File: config.mk
export PLATFORM = sky130hd
export DESIGN_NAME = ntc_code_to_temperature_core
export DESIGN_NICKNAME = d
export VERILOG_FILES = /design/src/rtl/ntc_pkg.sv /design/src/rtl/ntc_code_to_temperature_core.sv
export SDC_FILE = /design/constraint.sdc
export NUM_CORES = 2
export LEC_CHECK = 0
export ABC_AREA = 1
export BUFFER_PORTS_ARGS = -buffer_cell sky130_fd_sc_hd__buf_4
export CAP_MARGIN = 20
export CORE_MARGIN = 8
export CORE_UTILIZATION = 30
export DETAILED_ROUTE_END_ITERATION = 8
export MAX_ROUTING_LAYER = met4
export PLACE_DENSITY = 0.47
export SLEW_MARGIN = 20
export SYNTH_ARGS = -nofsm -noshare
export SYNTH_HDL_FRONTEND = slang
export SYNTH_SLANG_ARGS = --single-unit
File: constraint.sdc
create_clock -name clk -period 8.1 [get_ports clk]
set_input_delay 2.025 -clock clk [delete_from_list [all_inputs] [get_ports clk]]
set_output_delay 2.025 -clock clk [all_outputs]
set_load 0.05 [all_outputs]
File: src/rtl/ntc_pkg.sv
// ntc_pkg: shared types and constants for the thermistor code-to-temperature core.
// No dependencies.
`default_nettype none

package ntc_pkg;

  localparam int CODE_BITS = 16;

  // converter full scale and the 3.3 V clamp point in code*4096 units
  localparam longint FULL_SCALE = (64'd1 << (CODE_BITS - 1)) - 1;
  localparam logic [26:0] DIV_LIMIT = 27'(3300 * FULL_SCALE);

  localparam logic [25:0] LN2_Q26 = 26'd46516320;
  localparam logic [18:0] KELVIN_CENTI = 19'd27315;
  localparam logic signed [17:0] T_ABS_ZERO = -18'sd27315;
  localparam logic signed [17:0] T_OUT_MAX = 18'sd131071;
  localparam logic signed [17:0] T_OUT_MIN = -18'sd32768;
  localparam logic [63:0] Q_POS_LIMIT = 64'd158386;
  localparam logic [63:0] Q_NEG_LIMIT = 64'd60083;
  localparam logic [63:0] DIV_NUM_BASE = 64'd200 << 48;

  localparam logic [39:0] COEF_A_RST = 40'd272038592043;
  localparam logic [39:0] COEF_B_RST = 40'd56432635466;
  localparam logic [39:0] COEF_D_RST = 40'd47169971;
  localparam logic [19:0] SERIES_RST = 20'd12000;
  localparam logic signed [17:0] MIN_RST = -18'sd2000;
  localparam logic signed [17:0] MAX_RST = 18'sd30000;

  typedef enum logic [2:0] {
    REG_READY,
    REG_COEF_A,
    REG_COEF_B,
    REG_COEF_D,
    REG_SERIES,
    REG_MIN,
    REG_MAX
  } reg_idx_t;

  typedef struct packed {
    logic signed [15:0] adc_code;
    logic               read_ok;
  } in_item_t;

  typedef struct packed {
    logic signed [17:0] temperature_centi;
    logic               valid_res;
  } out_item_t;

endpackage

`default_nettype wire

File: src/rtl/ntc_code_to_temperature_core.sv
// Thermistor divider readout: converter code to temperature, Steinhart-Hart form.
// Each beat runs the normalize shifts and 30 squarings of each of the two log2 terms on the
// 8-bit digit-serial multiplier, five more products and the 1-bit restoring divider, which
// is skipped when the Steinhart-Hart sum is zero.
// Negative codes, zero or infinite resistance and sensor_ready low all skip the math.
// One beat in flight; the next input can be taken in the cycle after the result is loaded
// into the output register, and that load waits while out_stall holds a pending result.
// Synchronous reset restores register defaults and clears the last good code.
// Depends on ntc_pkg.
`default_nettype none

module ntc_code_to_temperature_core import ntc_pkg::*; (
  input  wire logic        clk,
  input  wire logic        rst,
  input  wire logic        cfg_we,
  input  wire logic [2:0]  cfg_index,
  input  wire logic [39:0] cfg_data,
  input  wire logic        in_valid,
  output logic             in_stall,
  input  wire in_item_t    in_data,
  output logic             out_valid,
  input  wire logic        out_stall,
  output out_item_t        out_data
);

  typedef enum logic [4:0] {
    S_IDLE, S_PREP, S_NORM, S_MUL, S_SQR, S_LN, S_LMAG, S_L2, S_L3,
    S_TD, S_TB, S_SGN, S_DIV, S_QUOT, S_FIN, S_DONE
  } state_t;

  // configuration
  logic                sensor_ready;
  logic [39:0]         coef_a, coef_b, coef_d;
  logic [19:0]         series_ohms;
  logic signed [17:0]  min_plausible, max_plausible;

  always_ff @(posedge clk) begin
    if (rst) begin
      sensor_ready  <= 1'b0;
      coef_a        <= COEF_A_RST;
      coef_b        <= COEF_B_RST;
      coef_d        <= COEF_D_RST;
      series_ohms   <= SERIES_RST;
      min_plausible <= MIN_RST;
      max_plausible <= MAX_RST;
    end else if (cfg_we) begin
      case (cfg_index)
        REG_READY:  sensor_ready  <= cfg_data[0];
        REG_COEF_A: coef_a        <= cfg_data;
        REG_COEF_B: coef_b        <= cfg_data;
        REG_COEF_D: coef_d        <= cfg_data;
        REG_SERIES: series_ohms   <= cfg_data[19:0];
        REG_MIN:    min_plausible <= cfg_data[17:0];
        REG_MAX:    max_plausible <= cfg_data[17:0];
        default: ;
      endcase
    end
  end

  state_t              state, ret;
  logic [15:0]         last_good_code;
  logic signed [15:0]  code;
  logic                ok;
  logic [26:0]         den;
  logic [47:0]         x;
  logic [5:0]          k;
  logic [29:0]         frac;
  logic [4:0]          icnt;
  logic                which;
  logic [35:0]         lnum, lden, lmag;
  logic                neg;
  logic [57:0]         td;
  logic [63:0]         s;
  logic [63:0]         dvd, dvs, rem;
  logic [5:0]          qcnt;
  logic signed [17:0]  res_t;
  logic                res_v;

  // digit-serial multiplier: 48 x 48, 8 bits of mul_b per cycle
  logic [47:0]         mul_a, mul_b, mul_hi, mul_lo;
  logic [2:0]          mcnt;
  logic [55:0]         mul_sum;
  logic [95:0]         prod;

  assign mul_sum = {8'b0, mul_hi} + 56'(mul_a) * 56'(mul_b[7:0]);
  assign prod    = {mul_hi, mul_lo};

  // prep terms
  logic [34:0]         sc;
  logic [26:0]         code4096;
  logic                special;
  assign sc       = 35'(series_ohms) * 35'(code[14:0]);
  assign code4096 = {code[14:0], 12'b0};
  assign special  = code[15] || (code == 16'sd0) || (series_ohms == 20'd0) ||
                    (code4096 >= DIV_LIMIT);

  // squaring result
  logic [31:0]         sq;
  logic [30:0]         m_next;
  logic [29:0]         frac_next;
  assign sq        = prod[61:30];
  assign m_next    = sq[31] ? sq[31:1] : sq[30:0];
  assign frac_next = {frac[28:0], sq[31]};

  // ln magnitude and sum
  logic [35:0]         lmag_next;
  logic [45:0]         tb;
  logic [63:0]         tsum;
  assign lmag_next = prod[61:26];
  assign tb        = prod[75:30];
  assign tsum      = 64'(tb) + 64'(td);

  // restoring division step
  logic [64:0]         rsh, rdiff;
  logic                ge;
  assign rsh   = {rem, dvd[63]};
  assign rdiff = rsh - {1'b0, dvs};
  assign ge    = (rsh >= {1'b0, dvs});

  logic [63:0]         smag;
  assign smag = s[63] ? (64'd0 - s) : s;

  logic signed [17:0]  t_pos, t_neg;
  logic [18:0]         t_pos_w, t_neg_w;
  assign t_pos_w = {1'b0, dvd[17:0]} - KELVIN_CENTI;
  assign t_neg_w = 19'd0 - ({1'b0, dvd[17:0]} + KELVIN_CENTI);
  assign t_pos   = t_pos_w[17:0];
  assign t_neg   = t_neg_w[17:0];

  assign in_stall = (state != S_IDLE);

  always_ff @(posedge clk) begin
    if (rst) begin
      state          <= S_IDLE;
      out_valid      <= 1'b0;
      last_good_code <= 16'd0;
    end else begin
      // S_DONE reloads the output register itself
      if (out_valid && !out_stall && (state != S_DONE)) out_valid <= 1'b0;
      case (state)
        S_IDLE: begin
          if (in_valid) begin
            ok <= in_data.read_ok;
            if (!sensor_ready) begin
              res_t <= 18'sd0;
              res_v <= 1'b0;
              state <= S_DONE;
            end else begin
              if (in_data.read_ok) begin
                last_good_code <= in_data.adc_code;
                code           <= in_data.adc_code;
              end else begin
                code <= last_good_code;
              end
              state <= S_PREP;
            end
          end
        end
        S_PREP: begin
          if (special) begin
            res_t <= T_ABS_ZERO;
            state <= S_FIN;
          end else begin
            x     <= {1'b0, sc, 12'b0};
            den   <= DIV_LIMIT - code4096;
            k     <= 6'd47;
            which <= 1'b0;
            state <= S_NORM;
          end
        end
        S_NORM: begin
          if (x[47]) begin
            frac   <= 30'd0;
            icnt   <= 5'd0;
            mul_a  <= {17'b0, x[47:17]};
            mul_b  <= {17'b0, x[47:17]};
            mul_hi <= 48'd0;
            mcnt   <= 3'd0;
            ret    <= S_SQR;
            state  <= S_MUL;
          end else begin
            x <= {x[46:0], 1'b0};
            k <= k - 6'd1;
          end
        end
        S_MUL: begin
          mul_hi <= mul_sum[55:8];
          mul_lo <= {mul_sum[7:0], mul_lo[47:8]};
          mul_b  <= {8'b0, mul_b[47:8]};
          mcnt   <= mcnt + 3'd1;
          if (mcnt == 3'd5) state <= ret;
        end
        S_SQR: begin
          frac <= frac_next;
          icnt <= icnt + 5'd1;
          if (icnt == 5'd29) begin
            if (!which) begin
              lnum  <= {k, frac_next};
              x     <= {21'b0, den};
              k     <= 6'd47;
              which <= 1'b1;
              state <= S_NORM;
            end else begin
              lden  <= {k, frac_next};
              state <= S_LN;
            end
          end else begin
            mul_a  <= {17'b0, m_next};
            mul_b  <= {17'b0, m_next};
            mul_hi <= 48'd0;
            mcnt   <= 3'd0;
            ret    <= S_SQR;
            state  <= S_MUL;
          end
        end
        S_LN: begin
          neg    <= (lnum < lden);
          mul_a  <= {12'b0, (lnum < lden) ? (lden - lnum) : (lnum - lden)};
          mul_b  <= {22'b0, LN2_Q26};
          mul_hi <= 48'd0;
          mcnt   <= 3'd0;
          ret    <= S_LMAG;
          state  <= S_MUL;
        end
        S_LMAG: begin
          lmag   <= lmag_next;
          mul_a  <= {12'b0, lmag_next};
          mul_b  <= {12'b0, lmag_next};
          mul_hi <= 48'd0;
          mcnt   <= 3'd0;
          ret    <= S_L2;
          state  <= S_MUL;
        end
        S_L2: begin
          mul_a  <= prod[77:30];
          mul_b  <= {12'b0, lmag};
          mul_hi <= 48'd0;
          mcnt   <= 3'd0;
          ret    <= S_L3;
          state  <= S_MUL;
        end
        S_L3: begin
          mul_a  <= {8'b0, coef_d};
          mul_b  <= prod[77:30];
          mul_hi <= 48'd0;
          mcnt   <= 3'd0;
          ret    <= S_TD;
          state  <= S_MUL;
        end
        S_TD: begin
          td     <= prod[87:30];
          mul_a  <= {8'b0, coef_b};
          mul_b  <= {12'b0, lmag};
          mul_hi <= 48'd0;
          mcnt   <= 3'd0;
          ret    <= S_TB;
          state  <= S_MUL;
        end
        S_TB: begin
          s     <= neg ? (64'(coef_a) - tsum) : (64'(coef_a) + tsum);
          state <= S_SGN;
        end
        S_SGN: begin
          if (s == 64'd0) begin
            res_t <= T_OUT_MAX;
            state <= S_FIN;
          end else begin
            dvs   <= {smag[62:0], 1'b0};
            dvd   <= DIV_NUM_BASE + smag;
            rem   <= 64'd0;
            qcnt  <= 6'd0;
            state <= S_DIV;
          end
        end
        S_DIV: begin
          rem  <= ge ? rdiff[63:0] : rsh[63:0];
          dvd  <= {dvd[62:0], ge};
          qcnt <= qcnt + 6'd1;
          if (qcnt == 6'd63) state <= S_QUOT;
        end
        S_QUOT: begin
          if (!s[63]) res_t <= (dvd > Q_POS_LIMIT) ? T_OUT_MAX : t_pos;
          else        res_t <= (dvd > Q_NEG_LIMIT) ? T_OUT_MIN : t_neg;
          state <= S_FIN;
        end
        S_FIN: begin
          res_v <= ok && (res_t > min_plausible) && (res_t < max_plausible);
          state <= S_DONE;
        end
        S_DONE: begin
          if (!out_valid || !out_stall) begin
            out_valid                  <= 1'b1;
            out_data.temperature_centi <= res_t;
            out_data.valid_res         <= res_v;
            state                      <= S_IDLE;
          end
        end
        default: state <= S_IDLE;
      endcase
    end
  end

endmodule

`default_nettype wire

=== Word level (Yosys, flattened, before mapping) ===
Cells that the tools add are included.
W data, S select, Z words.

* Register bits after elaboration: 998
* Bits of input ports: 65
* Output and inout bits: 21
* Word-level logic and storage cells: 233

* Add/subtract/negate cells: 17
* Multipliers: 2
* $lt $le $gt $ge: 7
* Eq/ne operators: 39
* Mux-type cells: 67
* Bitwise gates (word level): 4
* Reductions and logical operators: 58

{| class="wikitable"
|+ Operators by type and width
! operator !! number
|-
| $pmux W48 S7 || 2
|-
| $mux W48 || 8
|-
| $mux W64 || 5
|-
| $pmux W64 S2 || 2
|-
| $pmux W48 S4 || 1
|-
| $pmux W48 S3 || 1
|-
| $mux W18 || 7
|-
| $pmux W18 S4 || 1
|-
| $sub A36 B36 Y36 || 2
|-
| $ge A65 B64 Y1 || 1
|-
| $add A56 B64 Y64 const A || 1
|-
| $gt A64 B16 Y1 const B || 1
|-
| $gt A64 B18 Y1 const B || 1
|-
| $logic_not A64 Y1 || 1
|-
| $sub A1 B64 Y64 const A || 1
|-
| $sub A64 B64 Y64 || 1
|-
| $add A40 B59 Y60 || 1
|-
| $pmux W5 S12 || 1
|-
| $sub A40 B59 Y60 || 1
|-
| $add A46 B58 Y59 || 1
|-
| $pmux W29 S2 || 1
|-
| $add A48 B56 Y56 || 1
|-
| $mul A48 B8 Y56 || 1
|-
| $mux W5 || 9
|-
| 59 further kinds || 142
|}

=== Longest topological paths before layout ===
* Depth after elaboration: 6
* Mapped depth: 32
* Gate-level depth less buffers: 31

=== Worst setup path after synthesis ===
No wires, ideal clock.

* Path kind: in2reg
* Start point: input rst
* End point: register dvs[10] (enable)
* Setup time: 0.561 ns
* Data arrival time: 6.558 ns
* Data required time: 7.539 ns
* Path slack: 0.981 ns
* Stages on the path: 2
* Buffers on the path: 1
* Path through: clkbuf_1 > nor3_1

* Longest elaborated chain between the ends: 2

{| class="wikitable"
|+ Ends and longest elaborated chain
! what !! RTL line !! text
|-
| start, declared || ntc_code_to_temperature_core.sv:14 || <nowiki>input wire logic rst,</nowiki>
|-
| $not A1 Y1 (no source line) || n/a ||
|-
| $reduce_and A3 Y1 (no source line) || n/a ||
|-
| end signal, assigned || ntc_code_to_temperature_core.sv:268 || <nowiki>dvs <= {smag[62:0], 1'b0};</nowiki>
|-
| end, declared || ntc_code_to_temperature_core.sv:74 || <nowiki>logic [63:0] dvd, dvs, rem;</nowiki>
|}

Every way passes these cells.
A chain may end at the register's enable or synchronous reset.

=== Worst setup path after layout ===
* Start point: register code[7]
* End point: register x[40], data pin

* Longest elaborated chain between the ends: 3

{| class="wikitable"
|+ Ends and longest elaborated chain
! what !! RTL line !! text
|-
| start, declared || ntc_code_to_temperature_core.sv:62 || <nowiki>logic signed [15:0] code;</nowiki>
|-
| start signal, assigned || ntc_code_to_temperature_core.sv:151 || <nowiki>code <= in_data.adc_code;</nowiki>
|-
| start signal, assigned || ntc_code_to_temperature_core.sv:153 || <nowiki>code <= last_good_code;</nowiki>
|-
| $mul A20 B15 Y35 || ntc_code_to_temperature_core.sv:92 || <nowiki>assign sc = 35'(series_ohms) * 35'(code[14:0]);</nowiki>
|-
| $mux W48 || ntc_code_to_temperature_core.sv:160 || <nowiki>if (special) begin</nowiki>
|-
| $pmux W48 S3 || ntc_code_to_temperature_core.sv:140 || <nowiki>case (state)</nowiki>
|-
| end signal, assigned || ntc_code_to_temperature_core.sv:164 || <nowiki>x <= {1'b0, sc, 12'b0};</nowiki>
|-
| end signal, assigned || ntc_code_to_temperature_core.sv:182 || <nowiki>x <= {x[46:0], 1'b0};</nowiki>
|-
| end signal, assigned || ntc_code_to_temperature_core.sv:199 || <nowiki>x <= {21'b0, den};</nowiki>
|-
| end, declared || ntc_code_to_temperature_core.sv:65 || <nowiki>logic [47:0] x;</nowiki>
|}

Every way passes these cells. The select of a mux whose other input is x is not followed.

==> summary.md <==
| Metric | Value |
|---|---|
| Status | `complete, no violations` |
| Via density | `around 4.9` |
| Post-Route Skew | `just under 0.05 ns` |
| Worst skew pair latency | `just under 0.8 ns` |
| Syn Area/Cell | `approximately 7.7 um^2` |
| CP max stage delay | `around 1.1 ns` |
| Netlist cell types | `76` |
| #FFs+latches synth | `roughly 950` |
| Port Buffer Count | `85` |
| Area of the die | `295000 um^2` |
| Drt initial violations | `5701` |
| Placed Area | `a little under 90000 um^2` |
| Largest family of logic cells by synthesized area | `simple AND/OR/NAND/NOR gates` |
| R2r setup slk | `1.15 ns` |
| FFs w/ async S/R, synth | `0%` |
| CORE AREA | `approximately 280000 um^2` |
| Count of warnings emitted by yosys | `0` |
| Synth Area in Compound Gates | `around an eighth` |
| Antenna violations before repair | `12` |
| Sink Count | `between 900 and 1000` |
| Critical Path AT | `7.47 ns` |
| CP cell instances | `nand2_1 > fa_1 > fa_1 > inv_1 > fa_1 > fa_1 > fa_1 > inv_1 > fa_1 > inv_1 > ha_1 > a21oi_1 > o21ai_0 > a21oi_1 > a21boi_0 > inv_1 > a21oi_1 > o21bai_1 > a21o_1 > or2_2 > nand3_1 > nand2_1` |
| Most frequent cells in the layout | `2583 x nand2_1, 2028 x inv_1, 894 x nor2_1` |
| Starting Density | `a little under a third` |
| Hold_ws | `0.447 ns` |
| CTS Buf Count | `between 100 and 150` |
| Simple-Gate Fraction of Synth Area | `roughly a fifth` |
| CP Capture Type | `flip-flop` |
| Final Max Slew Viols | `0` |
| Crit-path slowest cell | `edfxtp_1` |
| Max-slew headroom | `20.4%` |
| Max_cap viols | `0` |
| Htree depth | `3` |
| Tcrit/Tclk final | `roughly 86%` |
| Pre-Repair DR Iteration Count | `5` |
| CTS root buf | `clkbuf_16` |
| # nets final | `roughly 12000` |
| Setup tns final | `0 ns` |
| Cell mode on critical path | `fa_1` |
| GPL Wtd Cong | `0.962` |
| Dpl hpwl | `251000 um` |
| Largest net degree at the start of global routing | `87` |
| Final instance area | `roughly 90000 um^2` |
| Worst EP required | `approximately 8.6 ns` |
| Final hold vios | `0` |
| RSZ-0062 raised after global routing | `no` |
| Synth Area in XOR/XNOR | `2.68%` |
| Fin crit period | `approximately 6.9 ns` |
| Max FO, Critical Path | `22` |
| Setup bufs post-CTS | `0` |
| Total track usage | `a little over a fifth` |
| Fill count | `around 29000` |
| Post-route ant nets | `0` |
| Seq/Total Area, Yosys | `between 30% and 40%` |
| Vias in the first global route | `between 70000 and 80000` |
| Clock transition at the registers of the reported paths | `~0.060 ns` |
| Cells after DPL | `between 10000 and 15000` |
| Area of the mapped netlist | `around 83000 um^2` |
| Total grt overflow | `0` |
| Die H | `543 um` |
| Chip width | `between 500 and 600 um` |
| Number of synthesized flops with an enable pin | `756` |
| Max Buffers Root-to-Sink | `3` |
| Top FF cell, synth | `edfxtp_1` |
| Most common cell after layout, fill and taps aside | `nand2_1` |
| Synth-to-layout area growth | `10.4%` |
| Synth Area in Adders | `between 20% and 30%` |
| CTS tree | `done` |
| Post-synthesis mux area share | `less than 1%` |
| Crit Path Category | `flip-flop to flip-flop` |
| Post_cts resized | `0` |
| # IOs | `86` |
| Post-route insts no fill | `14511` |
| Share of layout cells above drive strength 1 | `5.27%` |
| CTS Hold Bufs | `0` |
| Synthesized instance count | `about 11000` |
| Post-route DRC | `0` |
| First-pass GRT wire length | `468000 um` |
| Max Freq | `approximately 140 MHz` |
| Post-Route WL | `about 310000 um` |
| Worst-Margin Slew | `about 1.2 ns` |
| CP Launch Type | `flip-flop` |
| Row Count | `a little under 200` |
| HP Class | `flip-flop to flip-flop` |
| Post-DR wirelength/cell | `between 20 and 25 um` |
| Final setup fails | `0` |
| DR vias | `between 70000 and 80000` |
## stage by stage
step           worst slack [ns]  utilization [%]
2_1_floorplan             0.981                -
5_1_grt                   0.750             33.3
4_1_cts                    1.11             33.3
3_5_place_dp               1.11             31.8
3_3_place_gp               1.07             31.8
6_report                   1.15             33.3
## flip-flops by register name (all words and copies together) (netlist names), 47 cells and up
name,cells
dvd,64
rem,64
dvs,63
s,61
td,58
mul_a,48
mul_b,48
mul_hi,48
x,47
## Yosys cell counts, drive strengths merged, types with 3 or more instances
cell type | n | area, um^2
a2111oi | 15 | 131
a211oi | 10 | 75.1
a21boi | 25 | 191
a21o | 30 | 226
a21oi | 692 | 3480
a221oi | 28 | 245
a22oi | 6 | 45.0
a31o | 11 | 96.3
a31oi | 75 | 469
a41oi | 3 | 26.3
and2 | 6 | 41.3
and3 | 10 | 62.6
buf | 63 | 358
clkbuf | 324 | 1280
clkinv | 6 | 22.5
dfxtp | 198 | 3960
edfxtp | 756 | 22700
fa | 562 | 11300
ha | 484 | 6060
inv | 2048 | 7690
mux2i | 3 | 30.0
nand2 | 2622 | 9950
nand3 | 374 | 1920
nand3b | 19 | 168
nand4 | 102 | 644
nor2 | 958 | 3760
nor3 | 88 | 475
nor3b | 7 | 52.6
nor4 | 50 | 319
o2111ai | 27 | 236
o211ai | 55 | 413
o21a | 31 | 233
o21ai | 719 | 3620
o21bai | 44 | 334
o221ai | 15 | 131
o22ai | 14 | 87.6
o311ai | 3 | 26.3
o31ai | 9 | 67.6
or2 | 17 | 106
xnor2 | 74 | 648
xor2 | 181 | 1590
## path summary, 6_finish.rpt
kind,from,to,cells after the start
max,code[7],x[40],22
min reg2reg,last_good_code[4],last_good_code[4],2
min,last_good_code[4],last_good_code[4],2
max reg2reg,code[7],x[40],22
## area by class of cell
type,count,area [um^2],area share [%]
tap,3705,4640,5.04
multi-input combinational,7385,47500,51.6
clock buffer,147,3220,3.50
timing repair buffer,188,1440,1.56
sequential,954,26700,29.0
clock inverter,76,837,0.909
inverter,2054,7720,8.38
antenna,2,5.00,0.00544
## metal layers
layer	wire length, um	track usage, %	vias to the layer above
met4	11700	6.62	0
met5	0	-	-
met3	14900	2.05	437
met2	152000	36.3	1992
met1	134000	27.0	34821
li1	-	-	34294
## worst max-delay path, delay by kind of cell, from the launching register on
kind	cells	cell delay [ns]
compound gates	7	1.30
fa+ha+maj	7	3.50
flops	1	1.08
simple gates	4	0.56
buf+inv	4	0.27
## kinds of logic (layout without fill, tap and decap cells)
logic type / after synthesis / count (layout)
AND/OR/NAND/NOR: 4256 / 4256
XOR/XNOR: 255 / 255
flip-flops: 954 / 954
buffers and inverters: 2441 / 2465
multiplexers: 3 / 3
other: 1 / 5
adder cells (fa/ha/maj): 1046 / 1046
AO/OA/AOI/OAI: 1822 / 1822
Power is not shown: default switching activity piles up to over one toggle a cycle in this logic, so the estimate is an artifact.
